<file path="src/rtl/ntc_div_cell.sv">
// one restoring division step: one quotient bit per cell
// no package dependency
module ntc_div_cell #(
    parameter int DW = 14,
    parameter int QW = 42,
    parameter int PW = 5
) (
    input  logic          i_clk,
    input  logic          i_rst_n,
    input  logic          i_en,
    input  logic          i_v,
    input  logic [DW-1:0] i_rem,
    input  logic [QW-1:0] i_low,
    input  logic [QW-1:0] i_quot,
    input  logic [DW-1:0] i_div,
    input  logic [PW-1:0] i_side,
    output logic          o_v,
    output logic [DW-1:0] o_rem,
    output logic [QW-1:0] o_low,
    output logic [QW-1:0] o_quot,
    output logic [DW-1:0] o_div,
    output logic [PW-1:0] o_side
);

    logic [DW:0]   w_t;
    logic [DW:0]   w_diff;
    logic          w_ge;
    logic [DW-1:0] n_rem;

    logic          r_v;
    logic [DW-1:0] r_rem;
    logic [QW-1:0] r_low;
    logic [QW-1:0] r_quot;
    logic [DW-1:0] r_div;
    logic [PW-1:0] r_side;

    always_comb begin
        w_t    = {i_rem, i_low[QW-1]};
        w_ge   = w_t >= {1'b0, i_div};
        w_diff = w_t - {1'b0, i_div};
        n_rem  = w_ge ? w_diff[DW-1:0] : w_t[DW-1:0];
    end

    always_ff @(posedge i_clk) begin
        if (!i_rst_n) begin
            r_v <= 1'b0;
        end else if (i_en) begin
            r_v <= i_v;
        end
    end

    always_ff @(posedge i_clk) begin
        if (i_en) begin
            r_rem  <= n_rem;
            r_low  <= {i_low[QW-2:0], 1'b0};
            r_quot <= {i_quot[QW-2:0], w_ge};
            r_div  <= i_div;
            r_side <= i_side;
        end
    end

    assign o_v    = r_v;
    assign o_rem  = r_rem;
    assign o_low  = r_low;
    assign o_quot = r_quot;
    assign o_div  = r_div;
    assign o_side = r_side;

endmodule

</file>
<file path="config.mk">
export PLATFORM = sky130hd
export DESIGN_NAME = ntc_div_cell
export DESIGN_NICKNAME = d
export VERILOG_FILES = /design/src/rtl/ntc_div_cell.sv
export SDC_FILE = /design/constraint.sdc
export NUM_CORES = 1
export LEC_CHECK = 0
export ABC_AREA = 0
export BUFFER_PORTS_ARGS = -buffer_cell sky130_fd_sc_hd__buf_2
export CAP_MARGIN = 0
export CORE_MARGIN = 2
export CORE_UTILIZATION = 45
export DETAILED_ROUTE_END_ITERATION = 6
export GPL_TIMING_DRIVEN = 0
export PLACE_DENSITY = 0.86
export REMOVE_ABC_BUFFERS = 1
export SYNTH_ARGS = -nofsm -noshare
export SYNTH_HDL_FRONTEND = slang
export SYNTH_SLANG_ARGS = --single-unit
</file>
<file path="constraint.sdc">
create_clock -name i_clk -period 2.6 [get_ports i_clk]
set_input_delay 0.26 -clock i_clk [delete_from_list [all_inputs] [get_ports i_clk]]
set_output_delay 0.26 -clock i_clk [all_outputs]
set_load 0.01 [all_outputs]
</file>
==> impl_metrics.prom <==
# TYPE chip_impl_metric gauge
chip_impl_info{name="outcome",value="finished, final reports clean"} 1
chip_impl_metric{name="postRouteWirelength",unit="mm"} 16.8
chip_impl_metric{name="clock_transition_at_the_register_clock_pins_on_the_worst_setup_and_hold_paths_after_cts",unit="ns"} 0.06
chip_impl_metric{name="cts.sink_count",unit=""} 117
chip_impl_metric{name="synth_top_area_share",unit=""} 0.765
chip_impl_metric{name="total_power",unit="mW"} 5.39
chip_impl_metric{name="std_cell_rows",unit=""} 36
chip_impl_info{name="min_delay_worst_type",value="input port to flop"} 1
chip_impl_metric{name="drt_drc_violations_left",unit=""} 0
chip_impl_metric{name="worst-path-stages",unit=""} 11
chip_impl_info{name="timing_worst_setup_path_type",value="input port to flop"} 1
chip_impl_info{name="r2r-end",value="o_v"} 1
chip_impl_metric{name="port-buffer-count",unit=""} 236
chip_impl_metric{name="synth.ff_latch_count",unit=""} 117
chip_impl_metric{name="timing.fmax",unit="GHz"} 0.397
chip_impl_metric{name="number_of_standard_cells_after_synthesis",unit=""} 249
chip_impl_info{name="critical_path.top_delay_family",value="compound AO/OA/AOI/OAI gates"} 1
chip_impl_metric{name="timing.max_cap.violations",unit=""} 0
chip_impl_info{name="grt_setup_unrepaired",value="no"} 1
chip_impl_metric{name="cts-buffers-inserted",unit=""} 17
chip_impl_metric{name="hold-worst-slack",unit="ns"} 0.0294
chip_impl_metric{name="skew",unit="ns"} 0
chip_impl_metric{name="place.gp.congestion",unit=""} 0.806
chip_impl_metric{name="synth.lib_cells_used.distinct",unit=""} 44
chip_impl_metric{name="yosysWarningCount",unit=""} 0
chip_impl_metric{name="power_report.internal_total",unit="mW"} 4.04
chip_impl_info{name="commonest_cells_after_routing_fill_and_taps_aside",value="235 x buf_2, 116 x edfxtp_1, 102 x dlygate4sd3_1, 21 x inv_1, 16 x clkbuf_16"} 1
chip_impl_metric{name="share_of_synthesized_registers_carrying_an_async_set_or_reset",unit=""} 0
chip_impl_info{name="path_cells",value="dlygate4sd3_1 -> buf_2 -> ha_1 -> inv_1 -> fa_1 -> a21oi_1 -> o2111a_1 -> o21bai_1 -> a21o_1 -> xor2_1 -> mux2_4"} 1
chip_impl_metric{name="syn2layout_area_growth",unit="%"} 64.8
chip_impl_metric{name="worst-r2r-setup-slack",unit="ns"} 1.99
chip_impl_metric{name="antenna_violations_before_repair",unit=""} 3
chip_impl_metric{name="worst-path-max-fanout",unit=""} 4
chip_impl_metric{name="pwr_density_cell",unit="nW/µm²"} 717
chip_impl_metric{name="design.die.area",unit="µm²"} 10900
chip_impl_metric{name="gr-total-overflow",unit=""} 0
chip_impl_metric{name="num-fill-cells",unit=""} 564
chip_impl_info{name="worst_r2r_startpoint",value="o_v"} 1
chip_impl_metric{name="synth_area",unit="µm²"} 4560
chip_impl_info{name="critical_path.slowest_cell",value="dlygate4sd3_1"} 1
chip_impl_metric{name="initial_core_util",unit=""} 0.464
chip_impl_metric{name="number_of_top_level_pins",unit=""} 239
chip_impl_metric{name="vias_per_cell",unit=""} 5.08
chip_impl_metric{name="drt-wirelength-per-cell",unit="µm"} 22.2
chip_impl_metric{name="critical_path.n_buffers_inverters",unit=""} 3
chip_impl_metric{name="setup_slack",unit="ns"} 0.0808
chip_impl_metric{name="timing.critical_path.required",unit="ns"} 2.87
chip_impl_metric{name="wp_data_arrival",unit="ns"} 2.79
chip_impl_info{name="synthFlopType",value="edfxtp_1"} 1
chip_impl_metric{name="synth_sequential_area_ratio",unit=""} 0.769
chip_impl_metric{name="time_the_worst_path_needs_with_i_o_delays_and_setup",unit="ns"} 2.52
chip_impl_metric{name="detail_route.first_pass.iterations",unit=""} 4
chip_impl_info{name="cts_tree",value="yes"} 1
chip_impl_info{name="worstSetupStartpoint",value="i_div[0]"} 1
chip_impl_metric{name="nNetsFinal",unit=""} 744
chip_impl_metric{name="power.sequential.fraction",unit=""} 0.433
chip_impl_metric{name="number_of_enable_type_register_cells_in_the_synthesized_netlist",unit=""} 116
chip_impl_info{name="crit_path_end",value="o_rem[8]"} 1
chip_impl_metric{name="dpl-instance-area",unit="µm²"} 5900
chip_impl_metric{name="htreeDepth",unit=""} 4
chip_impl_metric{name="p_comb_frac",unit=""} 0.157
chip_impl_info{name="cp-start-kind",value="input port"} 1
chip_impl_metric{name="netSwitchingPower",unit="mW"} 1.34
chip_impl_info{name="synth_largest_area_cell",value="edfxtp_1"} 1
chip_impl_info{name="critical_path.endpoint_type",value="flop"} 1
chip_impl_metric{name="groute.usage.overall",unit=""} 0.306
chip_impl_metric{name="finalSetupViolCount",unit=""} 0
chip_impl_metric{name="slew_headroom",unit=""} 0.598
chip_impl_metric{name="first_global_vias",unit=""} 3994
chip_impl_metric{name="power.leakage",unit="nW"} 3.31
chip_impl_metric{name="seq_area",unit="µm²"} 3500
chip_impl_metric{name="dpl_worst_slack",unit="ns"} 0.00609
chip_impl_metric{name="core_region_area",unit="µm²"} 9820
chip_impl_metric{name="worstRegToRegCells",unit=""} 2
chip_impl_info{name="mostFrequentLayoutCell",value="buf_2"} 1
chip_impl_metric{name="grt_start_max_net_pins",unit=""} 73
chip_impl_metric{name="layout-drive-gt1-share",unit=""} 0.471
chip_impl_metric{name="vias",unit=""} 3839
chip_impl_metric{name="maximum_number_of_buffers_from_clock_root_to_sink",unit=""} 2
chip_impl_metric{name="p_sw_frac",unit=""} 0.250
chip_impl_metric{name="critical-path-max-stage-delay",unit="ns"} 0.52
chip_impl_metric{name="ir_drop",unit="mV"} 0.508
chip_impl_metric{name="drt-initial-drc-count",unit=""} 335
chip_impl_metric{name="grt_first_pass_wirelength",unit="mm"} 24.1
chip_impl_metric{name="antenna_violating_nets_left",unit=""} 0
chip_impl_metric{name="stdcell_area",unit="µm²"} 7510
chip_impl_info{name="ctsRootBufferMaster",value="clkbuf_8"} 1
chip_impl_metric{name="max_slew.worst_pin.slew",unit="ns"} 0.603
chip_impl_metric{name="die_w",unit="µm"} 105
chip_impl_metric{name="worstSkewPairLatency",unit="ns"} 0.51
chip_impl_metric{name="final_hold_viol_count",unit=""} 0
chip_impl_metric{name="average_cell_area_after_synthesis",unit="µm²"} 18.3
chip_impl_metric{name="post-dp-hpwl",unit="mm"} 8.79
chip_impl_metric{name="post_cts_resize_count",unit=""} 0
chip_impl_metric{name="final_min_period_over_clock_period",unit=""} 0.969
chip_impl_metric{name="maxSlewViolCount",unit=""} 0
chip_impl_metric{name="post_layout_util",unit=""} 0.765
chip_impl_info{name="top_area_cells_in_the_synthesized_netlist",value="edfxtp_1 76%, ha_1 4.1%, mux2_4 2.3%"} 1
chip_impl_metric{name="share_clk_of_total_power",unit=""} 0.410
chip_impl_metric{name="multi_input_area",unit="µm²"} 943
chip_impl_metric{name="fp.dieH",unit="µm"} 105
## registers in the layout, summed over array words and instances (netlist names)
signal	cells
o_div	14
o_low	41
o_quot	42
o_rem	14
o_side	5
o_v	1
## worst min path at each step
stage	from	to	slack, ns	depth (start not counted)
after CTS	i_v	o_v	0.005	3
final	i_v	o_v	0.03	3
after detailed placement	i_low[36]	o_low[37]	0.44	1
after global placement	i_quot[27]	o_quot[28]	0.44	1
after floorplan	i_div[0]	o_div[0]	0.36	0
after global routing	i_v	o_v	0.05	3
## layer usage
metal | vias up | global-route usage | part of all wire
li1 | 1674 | - | -
met1 | 1851 | 0.301 | 0.34
met2 | 250 | 0.535 | 0.51
met3 | 64 | 0.107 | 0.089
met4 | 0 | 0.214 | 0.065
met5 | - | 0 | 0
## cell families (layout without fill, tap and decap cells)
kind of cell    count (synthesis)  after routing  synth area share
compound gates                 31             31            0.0582
other cells                     1              4          0.000823
simple gates                   34             34            0.0390
flops                         117            117             0.769
fa+ha+maj                      16             16            0.0456
buf+inv                        24            395            0.0239
mux                            16             16            0.0442
xor+xnor                       10             10            0.0192
## synthesized netlist by cell type, types with 3 or more instances
master / n
edfxtp_1: 116
inv_1: 21
ha_1: 15
nor2_1: 11
xnor2_1: 8
mux2_4: 7
a21oi_1: 5
mux2_2: 5
nand3_1: 5
mux2i_1: 4
nand2_1: 4
nor2b_1: 4
a21o_1: 3
and3_1: 3
## cell type report
class / count / area share
Antenna cell: 3 / 0.00100
Clock buffer: 19 / 0.0561
Clock inverter: 13 / 0.0178
Inverter: 21 / 0.0105
Multi-Input combinational cell: 108 / 0.126
Sequential cell: 117 / 0.467
Tap cell: 133 / 0.0222
Timing Repair Buffer: 342 / 0.300
## repair_timing
item	in CTS	in global routing
hold buffers	102	0
endpoints found under the setup margin	0	12
buffers inserted	0	3
hold endpoints to repair	102	0
## through the flow
stage          instances  setup TNS [ns]
3_5_place_dp         616               0
4_1_cts              750               0
3_3_place_gp         615        -0.00652
2_1_floorplan        246               0
6_report             756               0
5_1_grt              756               0
## tightest hold or removal path: stages
cell,delay [ns]
buf_2,0.08
mux2i_1,0.07
nor2b_1,0.10
## power groups by stage
stage | Sequential, mW | Combinational, mW | Clock [mW]
5_1_grt | 2.34 | 0.889 | 2.30
3_3_place_gp | 2.34 | 0.649 | 0
2_1_floorplan | 2.44 | 0.229 | 0
3_5_place_dp | 2.35 | 0.675 | 0
6_report | 2.33 | 0.847 | 2.21
4_1_cts | 2.31 | 0.803 | 2.20
Note: power is estimated with default switching activity, not from simulation.
