`config.mk`:
```
export PLATFORM = sky130hd
export DESIGN_NAME = ntc_log_cell
export DESIGN_NICKNAME = d
export VERILOG_FILES = /design/src/rtl/ntc_pkg.sv /design/src/rtl/ntc_log_cell.sv
export SDC_FILE = /design/constraint.sdc
export NUM_CORES = 2
export LEC_CHECK = 0
export BUFFER_PORTS_ARGS = -buffer_cell sky130_fd_sc_hd__buf_2
export CAP_MARGIN = 20
export CORE_ASPECT_RATIO = 0.9
export CORE_MARGIN = 2
export CORE_UTILIZATION = 60
export CTS_CLUSTER_DIAMETER = 50
export DETAILED_ROUTE_END_ITERATION = 16
export GPL_TIMING_DRIVEN = 0
export PLACE_DENSITY = 0.8
export SLEW_MARGIN = 20
export SYNTH_ARGS = -nofsm -noshare
export SYNTH_HDL_FRONTEND = slang
export SYNTH_SLANG_ARGS = --single-unit
```
`constraint.sdc`:
```
create_clock -name i_clk -period 8.1 [get_ports i_clk]
set_input_delay 0.405 -clock i_clk [delete_from_list [all_inputs] [get_ports i_clk]]
set_output_delay 0.405 -clock i_clk [all_outputs]
set_load 0.005 [all_outputs]
```
`src/rtl/ntc_pkg.sv`:
```
// shared types and constants for the ntc thermistor converter
// no dependencies; used by ntc_log_cell and the top level by scoped name
package ntc_pkg;

    // result status codes
    localparam logic [1:0] ST_OK      = 2'd0;
    localparam logic [1:0] ST_LOW     = 2'd1;
    localparam logic [1:0] ST_HIGH    = 2'd2;
    localparam logic [1:0] ST_INVALID = 2'd3;

    // configuration register indexes
    localparam logic [1:0] CFG_SERIES  = 2'd0;
    localparam logic [1:0] CFG_NOMINAL = 2'd1;
    localparam logic [1:0] CFG_BETA    = 2'd2;

    localparam int CFG_W    = 20;
    localparam int SER_W    = 16;
    localparam int NOM_W    = 20;
    localparam int BETA_W   = 14;
    localparam int TEMP_W   = 15;

    // log2 datapath
    localparam int E_W       = 6;
    localparam int FRAC_W    = 24;
    localparam int LOG_W     = E_W + FRAC_W;
    localparam int MANT_W    = 32;
    localparam int LOG_STEPS = 24;

    // ln(2) in q.30
    localparam logic [29:0] LN2_Q30 = 30'd744261118;

    // first divider: q = ln / beta, q.48, 42 quotient bits before saturation
    localparam int LN_W  = 30;
    localparam int D1_W  = LN_W + FRAC_W;
    localparam int Q1_W  = 42;

    // 1 / 298.15 k in q.48
    localparam longint unsigned INV_T0_FULL =
        ((64'd1 << 48) * 64'd100 + 64'd14907) / 64'd29815;
    localparam logic [39:0] INV_T0_Q48 = 40'(INV_T0_FULL);

    // second divider: tk = 100 * 2^48 / invT, 16 quotient bits
    localparam int IT_W = 43;
    localparam int D2_W = 55;
    localparam int Q2_W = 16;
    localparam logic [D2_W-1:0] TK_NUM = D2_W'(64'd100 << 48);

    localparam logic signed [16:0] K_OFFSET = 17'sd27315;
    localparam logic signed [TEMP_W-1:0] TEMP_MIN = -15'sd5500;
    localparam logic signed [TEMP_W-1:0] TEMP_MAX = 15'sd15000;
    localparam logic signed [16:0] C_MIN = -17'sd5500;
    localparam logic signed [16:0] C_MAX = 17'sd15000;

    // forced result carried down the pipe
    typedef struct packed {
        logic       forced;
        logic [1:0] st;
    } t_flags;

    typedef struct packed {
        logic [E_W-1:0] e_num;
        logic [E_W-1:0] e_den;
        t_flags         fl;
    } t_lg_side;

    typedef struct packed {
        logic   neg;
        logic   qovf;
        t_flags fl;
    } t_d1_side;

    typedef struct packed {
        logic   ovf;
        t_flags fl;
    } t_d2_side;

endpackage

```
`src/rtl/ntc_log_cell.sv`:
```
// one squaring step of the log2 fraction, for numerator and denominator
// depends on ntc_pkg
module ntc_log_cell #(
    parameter int PW = 15
) (
    input  logic                      i_clk,
    input  logic                      i_rst_n,
    input  logic                      i_en,
    input  logic                      i_v,
    input  logic [ntc_pkg::MANT_W-1:0] i_m_a,
    input  logic [ntc_pkg::FRAC_W-1:0] i_f_a,
    input  logic [ntc_pkg::MANT_W-1:0] i_m_b,
    input  logic [ntc_pkg::FRAC_W-1:0] i_f_b,
    input  logic [PW-1:0]             i_side,
    output logic                      o_v,
    output logic [ntc_pkg::MANT_W-1:0] o_m_a,
    output logic [ntc_pkg::FRAC_W-1:0] o_f_a,
    output logic [ntc_pkg::MANT_W-1:0] o_m_b,
    output logic [ntc_pkg::FRAC_W-1:0] o_f_b,
    output logic [PW-1:0]             o_side
);

    logic [2*ntc_pkg::MANT_W-1:0] w_sq_a, w_sq_b;
    logic [ntc_pkg::MANT_W:0]     w_t_a, w_t_b;
    logic [ntc_pkg::MANT_W-1:0]   n_m_a, n_m_b;
    logic [ntc_pkg::FRAC_W-1:0]   n_f_a, n_f_b;

    logic                         r_v;
    logic [ntc_pkg::MANT_W-1:0]   r_m_a, r_m_b;
    logic [ntc_pkg::FRAC_W-1:0]   r_f_a, r_f_b;
    logic [PW-1:0]                r_side;

    // square in q1.31, renormalize when it reaches 2.0
    always_comb begin
        w_sq_a = i_m_a * i_m_a;
        w_sq_b = i_m_b * i_m_b;
        w_t_a  = w_sq_a[2*ntc_pkg::MANT_W-1:ntc_pkg::MANT_W-1];
        w_t_b  = w_sq_b[2*ntc_pkg::MANT_W-1:ntc_pkg::MANT_W-1];
        n_m_a  = w_t_a[ntc_pkg::MANT_W] ? w_t_a[ntc_pkg::MANT_W:1]
                                        : w_t_a[ntc_pkg::MANT_W-1:0];
        n_m_b  = w_t_b[ntc_pkg::MANT_W] ? w_t_b[ntc_pkg::MANT_W:1]
                                        : w_t_b[ntc_pkg::MANT_W-1:0];
        n_f_a  = {i_f_a[ntc_pkg::FRAC_W-2:0], w_t_a[ntc_pkg::MANT_W]};
        n_f_b  = {i_f_b[ntc_pkg::FRAC_W-2:0], w_t_b[ntc_pkg::MANT_W]};
    end

    always_ff @(posedge i_clk) begin
        if (!i_rst_n) begin
            r_v <= 1'b0;
        end else if (i_en) begin
            r_v <= i_v;
        end
    end

    always_ff @(posedge i_clk) begin
        if (i_en) begin
            r_m_a  <= n_m_a;
            r_m_b  <= n_m_b;
            r_f_a  <= n_f_a;
            r_f_b  <= n_f_b;
            r_side <= i_side;
        end
    end

    assign o_v    = r_v;
    assign o_m_a  = r_m_a;
    assign o_f_a  = r_f_a;
    assign o_m_b  = r_m_b;
    assign o_f_b  = r_f_b;
    assign o_side = r_side;

endmodule

```
==> metrics <==
post-synthesis mux area share 0.00721; Fmax 124 MHz; CP max stage delay 0.76 ns; 1st-pass router iterations 7; adder-cell share of the synthesized area 0.625; WP data arrival 8.24 ns; worst-margin pin slew 0.992 ns; Stages on worst setup path 27; Bufs and invs on worst path 8; Req. time, crit path 8.28 ns; kind of critical path in -> reg; worst hold slack 0.111 ns; ys flop type edfxtp_1; # H-tree levels 4; Final ANT Viol Nets 0; startpoint types input port; Num CTS Buffers 17; total congestion overflow 0; CTS tree done; die width 345 microns; WHS Path Cells 1; initial core utilization 0.605; initial antenna violation count 20; GRT Resource Usage Total 0.389; first-pass GRT wire length 304,000 microns; delay-heaviest family, CP adder cells; clk sinks 128; Netlist cell types 83; number of I/O port buffers 248; Post-Synth Simple-Gate Area 0.104; routed vias/inst 5.81; Routed WL 200,000 microns; DRC viols 0; slowest cell on the critical path xnor2_1; nets@finish 9,097; CTS Root Cell clkbuf_16; yosys warns 0; clock latency on the worst-skew pair 0.44 ns; max-cap violation count 0; Post-Place Cell Area 0.0656 sq mm; share of cells above drive strength 1 0.113; Post-DP HPWL 164,000 microns; Synth Area per Inst 9.66 sq um; Area Growth Syn to Fin 10.7%; Final Cell Area 0.0693 sq mm; cts hold-fix bufs 0; Via Count 47.5k; DRT iter0 DRCs 4,872; Die ar. 0.107 sq mm; crit-path max FO 10; Synthesized Nets 8,793; Routed WL per cell 24.5 microns; clk buf depth 2; number of synthesized flops with an enable pin 127; Tcrit/Tclk final 0.995; IO Count 259; Final Skew 0 ns; Core Rows 112; clock-pin slew on the worst setup and hold paths 0.10 ns; largest family of logic cells by synthesized area adder cells; core area 0.104 sq mm; Worst Hold Class in -> reg; Compound-Gate Fraction of Synth Area 0.0477; routability cong. 1.08; Period minus WS final 8.06 ns; outcome complete, no violations; register area share after synthesis 0.0612; Async SR Flop Fraction 0; Final Hold Fails 0; Mapped Cells 6,482; final setup fails 0; Max Slew Vio Count 0; vias in the first global route 51.9k; synthesized area 0.0626 sq mm; RSZ-0062 raised after global routing yes; #FFs+latches synth 128; cell mode on critical path fa_1; Die Y-Extent 310 microns; xor/xnor share of the synthesized area 0.0223; largest net degree at the start of global routing 72; Slew Limit Headroom 0.334; R2R depth 2; Crit. End Element flop
## cells in the mapped netlist (all sizes together), types with 4 or more instances
| master | count | area (sq um) |
|---|---|---|
| o21bai | 25 | 188 |
| nand3 | 23 | 115 |
| nor2b | 26 | 163 |
| o211ai | 13 | 97.6 |
| o41ai | 4 | 42.6 |
| buf | 20 | 118 |
| xnor2 | 70 | 632 |
| a31oi | 21 | 131 |
| ha | 598 | 7480 |
| a21boi | 5 | 37.5 |
| a221oi | 5 | 50.0 |
| o22ai | 5 | 31.3 |
| edfxtp | 127 | 3810 |
| nor3 | 13 | 70.1 |
| and3 | 17 | 106 |
| or3 | 7 | 43.8 |
| a2111oi | 4 | 42.5 |
| and4 | 4 | 35.0 |
| clkbuf | 213 | 800 |
| nor4 | 4 | 25.0 |
| a211oi | 13 | 103 |
| mux2i | 17 | 170 |
| a311oi | 4 | 35.0 |
| mux2 | 25 | 282 |
| a41oi | 4 | 35.0 |
| fa | 1582 | 31700 |
| xor2 | 87 | 762 |
| nor2 | 131 | 492 |
| or2 | 13 | 81.3 |
| and2 | 460 | 2880 |
| a31o | 25 | 219 |
| a21o | 67 | 503 |
| inv | 1956 | 7340 |
| o31ai | 10 | 75.1 |
| nand2 | 583 | 2190 |
| nand2b | 14 | 87.6 |
| a21oi | 135 | 679 |
| nand4 | 28 | 175 |
| o21ai | 86 | 430 |
## path summary, 6_finish.rpt
check | slack, ns | from | endpoint
max | 0.04 | i_m_b[3] | o_m_b[0]
min | 0.11 | i_f_a[16] | o_f_a[17]
max reg2reg | 7.50 | o_v | o_v
min reg2reg | 0.54 | o_v | o_v
## cell families after synthesis
kind of cell,Yosys count
flops,128
simple gates,1330
fa+ha+maj,2180
compound gates,455
buf+inv,2190
xor+xnor,157
mux,42
## placed cells by master (no fill, tap or decap), types with 22 or more instances in the layout
| master | netlist | layout |
|---|---|---|
| a21o_1 | 67 | 67 |
| a21oi_1 | 134 | 109 |
| a31o_2 | 25 | 24 |
| and2_1 | 460 | 455 |
| buf_2 | 7 | 243 |
| buf_4 | 1 | 77 |
| buf_6 | 4 | 44 |
| buf_8 | 0 | 35 |
| clkbuf_1 | 213 | 22 |
| clkbuf_16 | 0 | 29 |
| clkbuf_4 | 0 | 25 |
| clkbuf_8 | 0 | 22 |
| edfxtp_1 | 127 | 127 |
| fa_1 | 1582 | 1562 |
| ha_1 | 598 | 568 |
| inv_1 | 1955 | 1941 |
| nand2_1 | 581 | 571 |
| nand3_1 | 23 | 22 |
| nand4_1 | 28 | 28 |
| nor2_1 | 131 | 116 |
| nor2b_1 | 26 | 26 |
| o21ai_0 | 69 | 61 |
| o21bai_1 | 25 | 24 |
| xnor2_1 | 69 | 69 |
| xor2_1 | 87 | 87 |
## flip-flops by register name, indices dropped and copies added (netlist names)
signal and count:
o_f_a 24, o_v 1, o_m_b 32, o_side 15
o_m_a 32, o_f_b 24
## layout make-up
class | count | area (sq um)
diodes | 14 | 35.0
plain buffers | 220 | 2360
clock buffers | 19 | 433
clock inverters | 12 | 231
fillers | 7842 | 34200
inverters | 1957 | 7380
multi-input cells | 4164 | 51500
flip-flops and latches | 128 | 3830
well taps | 1368 | 1710
repair buffers | 298 | 1810
## metal layers
metal | global-route usage | up-vias | wire, microns
met2 | 0.575 | 3401 | 85800
met1 | 0.496 | 23677 | 70400
met3 | 0.170 | 850 | 31800
met4 | 0.178 | 26 | 12100
li1 | - | 19581 | -
met5 | 0.000906 | - | 208
## timing repair
item                                    4_1_cts  5_1_grt
pin swaps                                     9       41
cloned                                        1        1
gates resized for setup                     499      414
endpoints found under the setup margin       66       66
buffers inserted                             13       34
## per-stage QoR
step           TNS, ns  setup WS (ns)   util  std cells
2_1_floorplan        0         0.0902      -       6482
3_3_place_gp   -162.82          -3.09  0.633       8098
4_1_cts              0       0.000102  0.656       8137
5_1_grt         -0.875        -0.0668  0.669       8170
6_report             0         0.0422  0.670       8180
3_5_place_dp   -154.65          -2.71  0.634       8099
Power is not shown: default switching activity piles up to over one toggle a cycle in this logic, so the estimate is an artifact.
